==> config.mk <==
export PLATFORM = sky130hd
export DESIGN_NAME = bdsu_ram
export DESIGN_NICKNAME = d
export VERILOG_FILES = /design/src/bios_disk_service_unit_defines.svh /design/src/bdsu_ram.sv
export SDC_FILE = /design/constraint.sdc
export NUM_CORES = 2
export LEC_CHECK = 0
export BUFFER_PORTS_ARGS = -buffer_cell sky130_fd_sc_hd__buf_4
export CELL_PAD_IN_SITES_DETAIL_PLACEMENT = 0
export CELL_PAD_IN_SITES_GLOBAL_PLACEMENT = 1
export CORE_UTILIZATION = 37
export DETAILED_ROUTE_END_ITERATION = 10
export GPL_TIMING_DRIVEN = 0
export PLACE_DENSITY_LB_ADDON = 0.1
export SYNTH_ARGS = -nofsm -noshare
export SYNTH_HDL_FRONTEND = slang
export SYNTH_SLANG_ARGS = --single-unit
==> constraint.sdc <==
create_clock -name clk -period 7.8 [get_ports clk]
set_input_delay 1.56 -clock clk [delete_from_list [all_inputs] [get_ports clk]]
set_output_delay 1.56 -clock clk [all_outputs]
set_load 0.005 [all_outputs]
==> src/bios_disk_service_unit_defines.svh <==
// assertion helpers shared by the disk service rtl
`ifndef BIOS_DISK_SERVICE_UNIT_DEFINES_SVH
`define BIOS_DISK_SERVICE_UNIT_DEFINES_SVH

// same-cycle implication
`define BDSU_ASSERT_IMPL(name, clock, resetn, ante, cons) \
    name: assert property (@(posedge clock) disable iff (!resetn) (ante) |-> (cons)) \
        else $error("bdsu check failed");

// next-cycle implication
`define BDSU_ASSERT_NEXT(name, clock, resetn, ante, cons) \
    name: assert property (@(posedge clock) disable iff (!resetn) (ante) |=> (cons)) \
        else $error("bdsu check failed");

`endif

==> src/bdsu_ram.sv <==
module bdsu_ram #(
    parameter int WIDTH = 8,
    parameter int DEPTH = 256
) (
    input  logic                     clk,
    input  logic                     we,
    input  logic [$clog2(DEPTH)-1:0] waddr,
    input  logic [WIDTH-1:0]         wdata,
    input  logic                     re,
    input  logic [$clog2(DEPTH)-1:0] raddr,
    output logic [WIDTH-1:0]         rdata
);

    logic [WIDTH-1:0] mem [DEPTH];
    logic [WIDTH-1:0] rdata_reg;

    always_ff @(posedge clk)
    begin
        if (we)
        begin
            mem[waddr] <= wdata;
        end
        if (re)
        begin
            rdata_reg <= mem[raddr];
        end
    end

    assign rdata = rdata_reg;

endmodule

### After elaboration in Yosys (flattened, before gate mapping)

Memory sizes are Yosys's and may differ from the RTL's. A register that Yosys moved wholly into a read port is not among the register bits.
Index checks and enable logic that the tools add are counted.

| operators by class | value |
|---|---|
| mux-type cells | 2 |

Operators by type and width:

| cell | count |
|---|---|
| two-way mux 1 bit | 2 |

| storage, ports and cells | value |
|---|---|
| register bits after elaboration | 0 |
| RAM bits | 2048 |
| input bits | 27 |
| output and inout bits | 8 |
| word-level logic and storage cells | 3 |
| memories | 1 |

Memory list:

| memory | depth | width | read ports | clocked after memory_dff | write ports | RTL line | RTL |
|---|---|---|---|---|---|---|---|
| mem | 256 | 8 | 1 | 1 | 1 | bdsu_ram.sv:14 | `logic [WIDTH-1:0] mem [DEPTH];` |

### Logic depth before layout (Yosys ltp)

| depth | value |
|---|---|
| depth after elaboration | 2 |
| mapped depth | 11 |
| gate-level depth less buffers | 6 |

### Worst setup path after synthesis

Ideal clock, no wire load.

| timing | value |
|---|---|
| kind | in2reg |
| from | in raddr[0] |
| to | reg rdata_reg[2], in the netlist rdata[2] (read register of mem) (data pin) |
| library setup time | 0.269 ns |
| data arrival time | 3.367 ns |
| required time | 7.531 ns |
| path slack | 4.164 ns |
| cell stages on the path | 9 |
| path buffers | 4 |
| cell sequence | buf_6 -> buf_12 -> buf_8 -> buf_2 -> mux4_2 -> a22oi_1 -> a21oi_1 -> nor4_1 -> nor4_2 |

RTL lines:

| item | RTL line | RTL |
|---|---|---|
| start, declared | bdsu_ram.sv:10 | `input logic [$clog2(DEPTH)-1:0] raddr,` |
| end, declared | bdsu_ram.sv:15 | `logic [WIDTH-1:0] rdata_reg;` |

==> flow_metrics.py <==
metrics = {
    "synthesis": {
        "synth_fa_ha_area_frac": 0,
        "synth-compound-area-share": 0.03416,
        "synth.distinct_cells": 54,
        "yosys_warnings": 0,
        "synth_cells": 3733,
        "synth-main-ff-cell": "edfxtp_1",
        "synth_top_family_by_area": "multiplexers",
        "syn_avg_cell_area_sq_um": 21.33,
        "ys_ff_latch": 2056,
        "async_flop_share": 0,
        "synth_top_area_frac": 0.7753,
        "yosysMostFrequentCell": "edfxtp_1",
        "netlist.top_cell.by_area": "edfxtp_1",
        "yosysSeqAreaShare": 0.7753,
        "syn_area_sq_um": 79640,
        "yosys-top-cells-count": "2056 x edfxtp_1, 454 x mux4_2, 282 x nor2_1",
        "synth_xor_area_frac": 0,
        "synth_nets": 3760,
        "synthMuxAreaShare": 0.1460,
        "synth-simple-area-share": 0.02625,
        "synth_edf_count": 2056,
        "yosys-top-cells-area": "edfxtp_1 78%, mux4_2 13%, mux2i_1 1.7%",
    },
    "cells_and_area": {
        "nets": 4035,
        "finalCoreUtilization": 0.4258,
        "multi_input_comb_area_sq_um": 16480,
        "design_area_sq_um": 90680,
        "drive_gt1_frac": 0.2229,
        "area_delta_synth_final_pct": 13.86,
        "fill_cells": 18520,
        "register_area_sq_um": 61740,
        "largest_reg_flops": 2048,
    },
    "floorplanning": {
        "die_h_microns": 465.9,
        "dieWidth_microns": 465.9,
        "initial_core_util": 0.3740,
        "core_area_sq_um": 212900,
        "die-area_sq_um": 217100,
        "num_rows": 169,
        "ioPinCount": 35,
    },
    "critical_path": {
        "critPathLaunchType": "input pin",
        "cp_max_fo": 10,
        "path_class": "in2reg",
        "required_ns": 8.28,
        "worst_path_max_delay_cell": "clkbuf_1",
        "endpoint_kind": "flip-flop",
        "cp_slowest_stage_delay_ns": 1.07,
        "crit_path_cell_trace": "buf_4 -> buf_2 -> buf_2 -> nor2_1 -> clkbuf_1 -> a22oi_1 -> a21oi_1 -> nor4_1 -> nor4_1",
        "r2r_cells": 6,
        "cp.arrival_ns": 6.67,
    },
    "power": {
        "p_per_area_nw_per_um2": 258.7,
        "peakVddDrop_uv": 243.8,
        "p_total_mw": 23.46,
        "leakage_nw": 27.70,
        "power.switching_mw": 5.341,
        "p_int_mw": 18.12,
        "netSwitchingFraction": 0.2277,
        "seqPwrFrac": 0.520,
        "power_frac_clock": 0.421,
        "p_comb_frac": 0.059,
    },
    "timing": {
        "tns_ns": 0,
        "hold_viol": 0,
        "finalCritPeriodShare": 0.7941,
        "worstMarginPinSlew_ns": 1.648,
        "finalMaxSlewViolations": 31,
        "whs_ns": 0.9257,
        "max_freq_mhz": 161.5,
        "fin_worst_skew_ns": 0.04350,
        "rsz0062_at_grt": "no",
        "maxSlewHeadroom": -0.1085,
        "period_needed_ns": 6.194,
        "setup_viol": 0,
    },
    "grt": {
        "gr-total-overflow": 0,
        "track_usage": 0.2533,
        "grt_pass1_wl_mm": 368.1,
        "grt_max_degree": 144,
        "antenna_found_initial": 26,
        "grt_pass1_vias": 40840,
    },
    "clock_tree": {
        "post_cts_buffers": 0,
        "root_buffer": "clkbuf_16",
        "cts_tree": "done",
        "numCtsBuffers": 220,
        "ctsResizeCount": 0,
        "clkLatencyLatePin_ns": 0.87,
        "clk_pin_slew_ns": 0.06,
        "cts.sinks": 2056,
        "cts_hold_buffers": 0,
        "htreeDepth": 4,
        "clockBufferDepth": 3,
    },
    "detailed_routing": {
        "post_drt_wl_per_cell_microns": 39.19,
        "drc_errors": 0,
        "dr.pass1.iters": 6,
        "postRouteAntennaNets": 0,
        "vias": 40800,
        "drtIter0Drc": 5050,
        "wl_mm": 275.0,
        "viasPerCell": 5.814,
    },
    "placement": {
        "post_dp_cell_area_sq_um": 84010,
        "dp_hpwl_mm": 182.6,
        "numPortBuffers": 27,
        "gp_congestion": 0.8775,
    },
    "status": {
        "status": "finished, violations left",
        "violations": "max-capacitance violations, max-slew violations",
    },
    "flow_run": {
        "drv_cap": 6,
    },
    "min_path": {
        "min_path_type": "in2reg",
        "min_path_cells": 1,
    },
}
-- cells by family (layout without fill, tap and decap cells) --
kind of cell | count (synthesis) | count (layout)
AO/OA/AOI/OAI | 385 | 385
buffers and inverters | 235 | 688
flip-flops | 2056 | 2056
multiplexers | 591 | 591
other | 0 | 11
AND/OR/NAND/NOR | 466 | 466
-- final cells by class --
cell class	count	area share
repair buffers	53	0.008527
clock buffers	286	0.06532
multi-input cells	1442	0.1818
inverters	2	0.00008279
flip-flops and latches	2056	0.6809
clock inverters	114	0.007838
well taps	2821	0.03893
plain buffers	233	0.01638
diodes	11	0.0003036
-- routing by layer --
layer | vias up | wire [microns] | GRT usage
met2 | 1661 | 127600 | 0.3924
met3 | 389 | 18370 | 0.04819
met5 | - | 117 | 0.002855
met1 | 22430 | 118700 | 0.3570
li1 | 16320 | - | -
met4 | 10 | 10250 | 0.09076
-- placed cells by master, fill, tap and decap left out, types with 7 or more instances in the layout --
cell type / n
nor4_1: 18
bufinv_16: 7
clkinv_2: 36
buf_1: 17
clkinv_1: 65
buf_12: 9
edfxtp_1: 2056
nor2b_1: 31
nand4_1: 10
o221ai_1: 46
nand3_1: 34
buf_4: 53
a211oi_1: 16
o21ai_0: 10
o22ai_1: 28
nand2_1: 33
buf_6: 21
clkbuf_16: 228
a22o_1: 8
nor2_1: 282
nor4_2: 9
mux4_2: 454
a21oi_1: 96
buf_2: 38
nand2b_1: 8
diode_2: 11
mux2i_1: 134
a221oi_1: 13
clkbuf_2: 24
nor3_1: 22
a22oi_1: 133
o211ai_1: 10
clkbuf_1: 145
buf_16: 15
buf_8: 22
-- metrics by stage --
step,instances,worst slack [ns]
floorplan,3733,4.164
global placement,6581,0.3885
detailed placement,6607,0.8314
CTS,7007,1.751
global route,7011,1.893
finish,7018,1.606
-- final timing paths --
kind,from,endpoint,slack [ns]
worst max register to register,mem[83][3]$_DFFE_PP_,rdata[3]$_DFFE_PP_,3.64
worst max-delay path,raddr[2],rdata[3]$_DFFE_PP_,1.61
worst min-delay path,wdata[2],mem[83][2]$_DFFE_PP_,0.93
worst min register to register,mem[32][5]$_DFFE_PP_,rdata[5]$_DFFE_PP_,1.21
-- power groups by stage --
stage	combinational, mW	clock [mW]	sequential (mW)
finish	1.39	9.87	12.2
global route	1.43	10.4	12.2
CTS	1.40	10.0	12.2
detailed placement	1.39	0	12.4
global placement	1.35	0	12.5
floorplan	0.592	0	12.4
-- worst max-delay path: cells and delay by family --
family,cells,cell delay (ns)
AOI/OAI and AO/OA,2,0.91
buffers and inverters,4,2.03
and+or+nand+nor,3,2.09
No activity file was read; power rests on OpenSTA's default activity.
