File: config.mk
export PLATFORM = sky130hd
export DESIGN_NAME = bdsu_service
export DESIGN_NICKNAME = d
export VERILOG_FILES = /design/src/bios_disk_service_unit_defines.svh /design/src/bdsu_pkg.sv /design/src/bdsu_service.sv
export SDC_FILE = /design/constraint.sdc
export NUM_CORES = 1
export LEC_CHECK = 0
export ABC_AREA = 1
export BUFFER_PORTS_ARGS = -buffer_cell sky130_fd_sc_hd__buf_4
export CORE_AREA = 3 3 84 86
export DETAILED_ROUTE_END_ITERATION = 8
export DIE_AREA = 0 0 87 89
export PLACE_DENSITY = 0.66
export SETUP_SLACK_MARGIN = 0.15
export SYNTH_ARGS = -nofsm -noshare
export SYNTH_HDL_FRONTEND = slang
export SYNTH_SLANG_ARGS = --single-unit
File: constraint.sdc
create_clock -name vclk -period 3.1
set_clock_uncertainty 0.2 [all_clocks]
set_input_delay 0.465 -clock vclk [all_inputs]
set_output_delay 0.465 -clock vclk [all_outputs]
set_load 0.01 [all_outputs]
File: src/bios_disk_service_unit_defines.svh
// assertion helpers shared by the disk service rtl
`ifndef BIOS_DISK_SERVICE_UNIT_DEFINES_SVH
`define BIOS_DISK_SERVICE_UNIT_DEFINES_SVH

// same-cycle implication
`define BDSU_ASSERT_IMPL(name, clock, resetn, ante, cons) \
    name: assert property (@(posedge clock) disable iff (!resetn) (ante) |-> (cons)) \
        else $error("bdsu check failed");

// next-cycle implication
`define BDSU_ASSERT_NEXT(name, clock, resetn, ante, cons) \
    name: assert property (@(posedge clock) disable iff (!resetn) (ante) |=> (cons)) \
        else $error("bdsu check failed");

`endif

File: src/bdsu_pkg.sv
package bdsu_pkg;

    localparam int DRIVE_SLOTS_DEF = 256;

    // item actions
    localparam logic [1:0] ACT_INSERT  = 2'd0;
    localparam logic [1:0] ACT_EJECT   = 2'd1;
    localparam logic [1:0] ACT_SERVICE = 2'd2;

    // service functions (ah)
    localparam logic [7:0] FN_RESET  = 8'h00;
    localparam logic [7:0] FN_STATUS = 8'h01;
    localparam logic [7:0] FN_READ   = 8'h02;
    localparam logic [7:0] FN_WRITE  = 8'h03;
    localparam logic [7:0] FN_VERIFY = 8'h04;
    localparam logic [7:0] FN_FORMAT = 8'h05;
    localparam logic [7:0] FN_PARAMS = 8'h08;

    // status bytes
    localparam logic [7:0] ST_OK        = 8'h00;
    localparam logic [7:0] ST_BAD_CMD   = 8'h01;
    localparam logic [7:0] ST_NOT_READY = 8'hAA;

    // transfer kinds
    localparam logic [1:0] XFER_NONE  = 2'd0;
    localparam logic [1:0] XFER_READ  = 2'd1;
    localparam logic [1:0] XFER_WRITE = 2'd2;

    localparam logic [7:0] HDD_BASE  = 8'h80;
    localparam logic [7:0] FLOPPY_BL = 8'd4;
    localparam logic [7:0] FLOPPY_DL = 8'd2;

    typedef struct packed {
        logic [1:0]  action;
        logic [7:0]  drive;
        logic [7:0]  function_req;
        logic [7:0]  sector_count;
        logic [7:0]  reg_ch;
        logic [7:0]  reg_cl;
        logic [7:0]  reg_dh;
        logic [7:0]  reg_bl;
        logic [7:0]  media_id;
        logic [8:0]  geom_heads;
        logic [10:0] geom_cylinders;
        logic [5:0]  geom_sectors;
    } item_t;

    typedef struct packed {
        logic [7:0]  media;
        logic [8:0]  heads;
        logic [10:0] cylinders;
        logic [5:0]  sectors;
    } entry_t;

    typedef struct packed {
        logic [7:0] ah;
        logic       carry;
    } status_t;

    typedef struct packed {
        logic       inslot;
        logic       present;
        logic       entry_valid;
        entry_t     entry;
        status_t    status;
        logic [7:0] hd_count;
    } lookup_t;

    typedef struct packed {
        logic [7:0] status_ah;
        logic       carry;
        logic [7:0] out_ch;
        logic [7:0] out_cl;
        logic [7:0] out_dh;
        logic [7:0] out_dl;
        logic [7:0] out_bl;
        logic [1:0] transfer_kind;
        logic [9:0] transfer_cylinder;
        logic [5:0] transfer_sector;
    } result_t;

    typedef struct packed {
        logic set_present;
        logic clr_present;
        logic entry_we;
        logic entry_inval;
        logic hd_inc;
        logic status_we;
    } update_t;

endpackage

File: src/bdsu_service.sv
module bdsu_service (
    input  bdsu_pkg::item_t   item,
    input  bdsu_pkg::lookup_t lookup,
    output bdsu_pkg::result_t result,
    output bdsu_pkg::update_t update
);

    import bdsu_pkg::*;

    logic       record;
    logic [9:0] cyl_max;

    assign cyl_max = lookup.entry.cylinders[9:0] - 10'd1;

    always_comb
    begin
        record                   = 1'b0;
        update                   = '0;
        result.status_ah         = item.function_req;
        result.carry             = 1'b0;
        result.out_ch            = item.reg_ch;
        result.out_cl            = item.reg_cl;
        result.out_dh            = item.reg_dh;
        result.out_dl            = item.drive;
        result.out_bl            = item.reg_bl;
        result.transfer_kind     = XFER_NONE;
        result.transfer_cylinder = '0;
        result.transfer_sector   = '0;

        if (item.action != ACT_SERVICE)
        begin
            result.status_ah = ST_OK;
            if (lookup.inslot && item.action == ACT_INSERT)
            begin
                update.hd_inc      = (item.drive >= HDD_BASE);
                update.entry_we    = !lookup.entry_valid;
                update.set_present = 1'b1;
            end
            else if (lookup.inslot && item.action == ACT_EJECT)
            begin
                update.entry_inval = lookup.entry_valid && (lookup.entry.media == item.media_id);
                update.clr_present = 1'b1;
            end
        end
        else
        begin
            record = 1'b1;
            case (item.function_req)
                FN_RESET:
                begin
                    result.carry = 1'b0;
                end
                FN_STATUS:
                begin
                    record           = 1'b0;
                    result.status_ah = lookup.inslot ? lookup.status.ah : ST_OK;
                    result.carry     = lookup.inslot && lookup.status.carry;
                end
                FN_READ, FN_WRITE:
                begin
                    if (lookup.present)
                    begin
                        result.transfer_kind     = (item.function_req == FN_READ) ?
                                                   XFER_READ : XFER_WRITE;
                        result.transfer_cylinder = {item.reg_cl[7:6], item.reg_ch};
                        result.transfer_sector   = item.reg_cl[5:0];
                        result.status_ah         = ST_OK;
                    end
                    else
                    begin
                        result.status_ah = ST_BAD_CMD;
                        result.carry     = 1'b1;
                    end
                end
                FN_VERIFY, FN_FORMAT:
                begin
                    result.status_ah = ST_OK;
                end
                FN_PARAMS:
                begin
                    if (lookup.present)
                    begin
                        result.status_ah = ST_OK;
                        result.out_dh    = lookup.entry.heads[7:0] - 8'd1;
                        result.out_ch    = cyl_max[7:0];
                        result.out_cl    = {cyl_max[9:8], lookup.entry.sectors};
                        if (item.drive < HDD_BASE)
                        begin
                            result.out_bl = FLOPPY_BL;
                            result.out_dl = FLOPPY_DL;
                        end
                        else
                        begin
                            result.out_dl = lookup.hd_count;
                        end
                    end
                    else
                    begin
                        result.status_ah = ST_NOT_READY;
                        result.carry     = 1'b1;
                    end
                end
                default:
                begin
                    result.carry = 1'b1;
                end
            endcase
        end

        // status lands under the requested drive
        update.status_we = record && lookup.inslot;
    end

endmodule

=== Yosys cells after proc, flatten, opt, wreduce, memory -nomap -nowiden ===
Index checks and enable logic that the tools add are counted.

* Register bits after elaboration: 0
* Output and inout port bits: 73
* Word-level logic and storage cells: 50

* $add $sub $neg: 2
* Order comparisons: 2
* Equality and inequality tests: 9
* Multiplexer cells: 25
* Reduce and logical (&&, ||, !) cells: 12

{| class="wikitable"
|+ Operator list
! cell !! count
|-
| $mux 40 || 2
|-
| $mux 59 || 1
|-
| $mux 8 || 5
|-
| $mux 18 || 2
|-
| $pmux 8 s4 || 1
|-
| $eq 8x2->1 const B || 2
|-
| $eq 8x3->1 const B || 2
|-
| $mux 1 || 11
|-
| $sub 10x1->10 const B || 1
|-
| $eq 8x1->1 const B || 1
|-
| $eq 8x4->1 const B || 1
|-
| $eq 8x8->1 || 1
|-
| $ge 8x8->1 const B || 1
|-
| $logic_not 8->1 || 1
|-
| $lt 8x8->1 const B || 1
|-
| $sub 8x1->8 const B || 1
|-
| $reduce_or 3->1 || 2
|-
| $logic_and 1x1->1 || 5
|-
| $mux 5 || 1
|-
| $reduce_or 2->1 || 2
|-
| $pmux 1 s3 || 1
|-
| $eq 2x1->1 const B || 1
|-
| $logic_not 2->1 || 1
|-
| $mux 2 || 1
|-
| other kinds (2) || 2
|}

=== Longest topological paths before layout ===
* Depth in word-level cells: 5
* Depth in mapped cells: 9
* Gate-level depth less buffers: 9

=== Worst setup path before layout ===
No wires, ideal clock.

* Path kind: input port to output port
* Start point: in lookup[53] in the netlist's numbering
* End point: out update[2] in the netlist's numbering
* Arrival time: 1.365 ns
* Data required time: 2.435 ns
* Slack: 1.070 ns
* Cell stages on the path: 5
* Cell sequence: buf_2 -> inv_1 -> nor3_1 -> o2111ai_1 -> nor2_1

{| class="wikitable"
|+ RTL lines
! element !! line !! text
|-
| from (decl) || bdsu_service.sv:3 || <nowiki>input bdsu_pkg::lookup_t lookup,</nowiki>
|-
| to (decl) || bdsu_service.sv:5 || <nowiki>output bdsu_pkg::update_t update</nowiki>
|}

==> out/results.ini <==
[critical_path]
cp-start-kind = primary input
end_kind = primary output
worst_ep_required_time_ns = 2.43
crit_type = in2out
cp.buffers_inverters = 5
path_max_fanout = 37
cp_cell_sequence = buf_4, inv_1, nand2_1, nor2_4, nand2_8, clkinv_8, nand2_2, nand2_1, inv_1, buf_4
crit_arrival_ns = 1.79
max_stage_delay_ns = 0.21
crit_family = simple AND/OR/NAND/NOR gates
slowest_stage = nor2_4

[timing]
hold_viol = 0
tightestPinTransition_ns = 0.4134
period_minus_slack_ns = 2.453
hold_slack_ns = 0.9912
fin_crit_sh_pct = 79.14
finalSetupViolCount = 0
drv_slew = 0
rsz0062_at_grt = no
max_clock_freq_ghz = 0.4076
fin_tns_setup_ns = 0
slew_headroom_pct = 72.34

[detailed_routing]
drtIter0Drc = 61
drc = 0
vias = 2395
post_drt_wl_per_cell_um = 11.25
ant_nets = 0
vias_per_cell = 4.262
drt-total-wl_mm = 6.325
first_pass_iters = 4

[yosys]
synth_seq_area_share_pct = 0
syn_avg_cell_area_um2 = 4.904
syn_area_um2 = 1520
synth.mux.area_fraction_pct = 0
yosysTopAreaCellShare_pct = 19.75
synth_top_family_by_area = simple AND/OR/NAND/NOR gates
synth_compound_area_share_pct = 13.74
synth_area_leaders = nand2_1 (20%), nor2_1 (16%), inv_1 (15%)
yosysMostFrequentCell = nand2_1
netlist_instances = 310
synth_xor_xnor_area_share_pct = 8.642
yosysUniqueCellTypes = 29
synth-simple-area-share_pct = 54.49
synth_fa_ha_area_share_pct = 1.646
synth_nets = 458
yosysWarnings = 0
synth_top_cell_by_area = nand2_1
synth_common_cells = nand2_1 (80), nor2_1 (63), inv_1 (61)

[finish]
nFillCells = 682
drive_above_1_share_pct = 43.71
fin_nets = 635
instances_no_fill = 562
seq_area_um2 = 0
clkbuf_count = 0
diodes = 0
seq_cells = 0
syn2layout_area_growth_pct = 91.60

[floorplanning]
rows = 29
io-pin-count = 219
die_area_um2 = 7743
initial_core_util_pct = 23.94
die_h_um = 89
core_area_um2 = 6350
die_w_um = 87

[pwr]
p_leak_nw = 1.816
p_per_area_nw_per_um2 = 101.5
finalPower_uw = 295.5
ir_drop_v = 0.00005730

[placement]
dpl.cell_count = 562
gp_congestion = 0.8808
place_hpwl_mm = 5.556
numPortBuffers = 183

[global_route]
met2_usage_pct = 27.74
grt_util_met3_pct = 2.673
grt_pass1_wl_mm = 9.466
track_usage_pct = 14.38
grt.busiest_layer = met2
grt_max_degree = 38
antenna_found_initial = 0
grt_pass1_vias = 2147
grt_overflow = 0
grtUsageMet1_pct = 17.15

[clock_network]
postCtsSetupBuffers = 0
hold_buffers = 0
post_cts_resized = 0

[hold_path]
min_path_cells = 4
worstHoldStart = item[36]
hold_class = in2out
min_to = result[20]

[job]
drv_cap = 0

[run_status]
status = finished clean

[cell usage in the layout, fill, tap and decap left out, types with 6 or more instances in the layout]
master | netlist | layout
buf_4 | 0 | 183
nand3_1 | 17 | 17
inv_1 | 61 | 61
nor2_2 | 8 | 8
o21ai_2 | 6 | 6
o21ai_1 | 16 | 16
nand2_2 | 7 | 7
xor2_1 | 7 | 7
nand2_1 | 80 | 80
nor2_1 | 63 | 63
xnor2_1 | 8 | 8
[kinds of logic (layout without fill, tap and decap cells)]
logic type / after synthesis / count (layout)
xor+xnor: 15 / 15
buf+inv: 71 / 246
compound gates: 35 / 35
simple gates: 187 / 187
fa+ha+maj: 2 / 2
[layer usage]
metal / vias to the layer above / routed length (um)
met4: 0 / 39
met3: 4 / 647
met2: 95 / 3307
li1: 1290 / -
met5: - / 0
met1: 1006 / 2330
[report_power, final]
group	switching (mW)	internal (mW)
logic	0.126	0.170
clock network	0	0
registers	0	0
total	0.126	0.170
[how the worst max path moves through the flow]
| stage | slack [ns] | cells after the start | endpoint | start |
|---|---|---|---|---|
| global placement | 0.64 | 10 | result[22] | item[90] |
| detailed placement | 0.62 | 10 | result[18] | item[90] |
| finish | 0.65 | 10 | result[18] | item[90] |
| CTS | 0.61 | 10 | result[18] | item[90] |
| global route | 0.45 | 10 | result[24] | item[90] |
| floorplan | 1.07 | 5 | update[2] | lookup[53] |
[final cells by class]
class	instances	area, um^2	share of cell area [%]
Tap cell	77	96.34	3.308
Multi-Input combinational cell	239	1194	40.98
Inverter	63	249.0	8.548
Timing Repair Buffer	183	1374	47.17
[through the flow]
| stage | setup slack [ns] | instance area [um^2] | utilization [%] |
|---|---|---|---|
| after floorplan | 1.070 | 1520 | - |
| after global placement | 0.6423 | 2913 | 45.87 |
| after detailed placement | 0.6156 | 2913 | 45.87 |
| after CTS | 0.6088 | 2913 | 45.87 |
| after global routing | 0.4491 | 2913 | 45.87 |
| final | 0.6467 | 2913 | 45.87 |
[worst min-delay path: cells and delay by family]
| family | cells | cell delay (ns) |
|---|---|---|
| buffers and inverters | 3 | 0.22 |
| AND/OR/NAND/NOR | 1 | 0.05 |
Note: power is estimated with default switching activity, not from simulation.
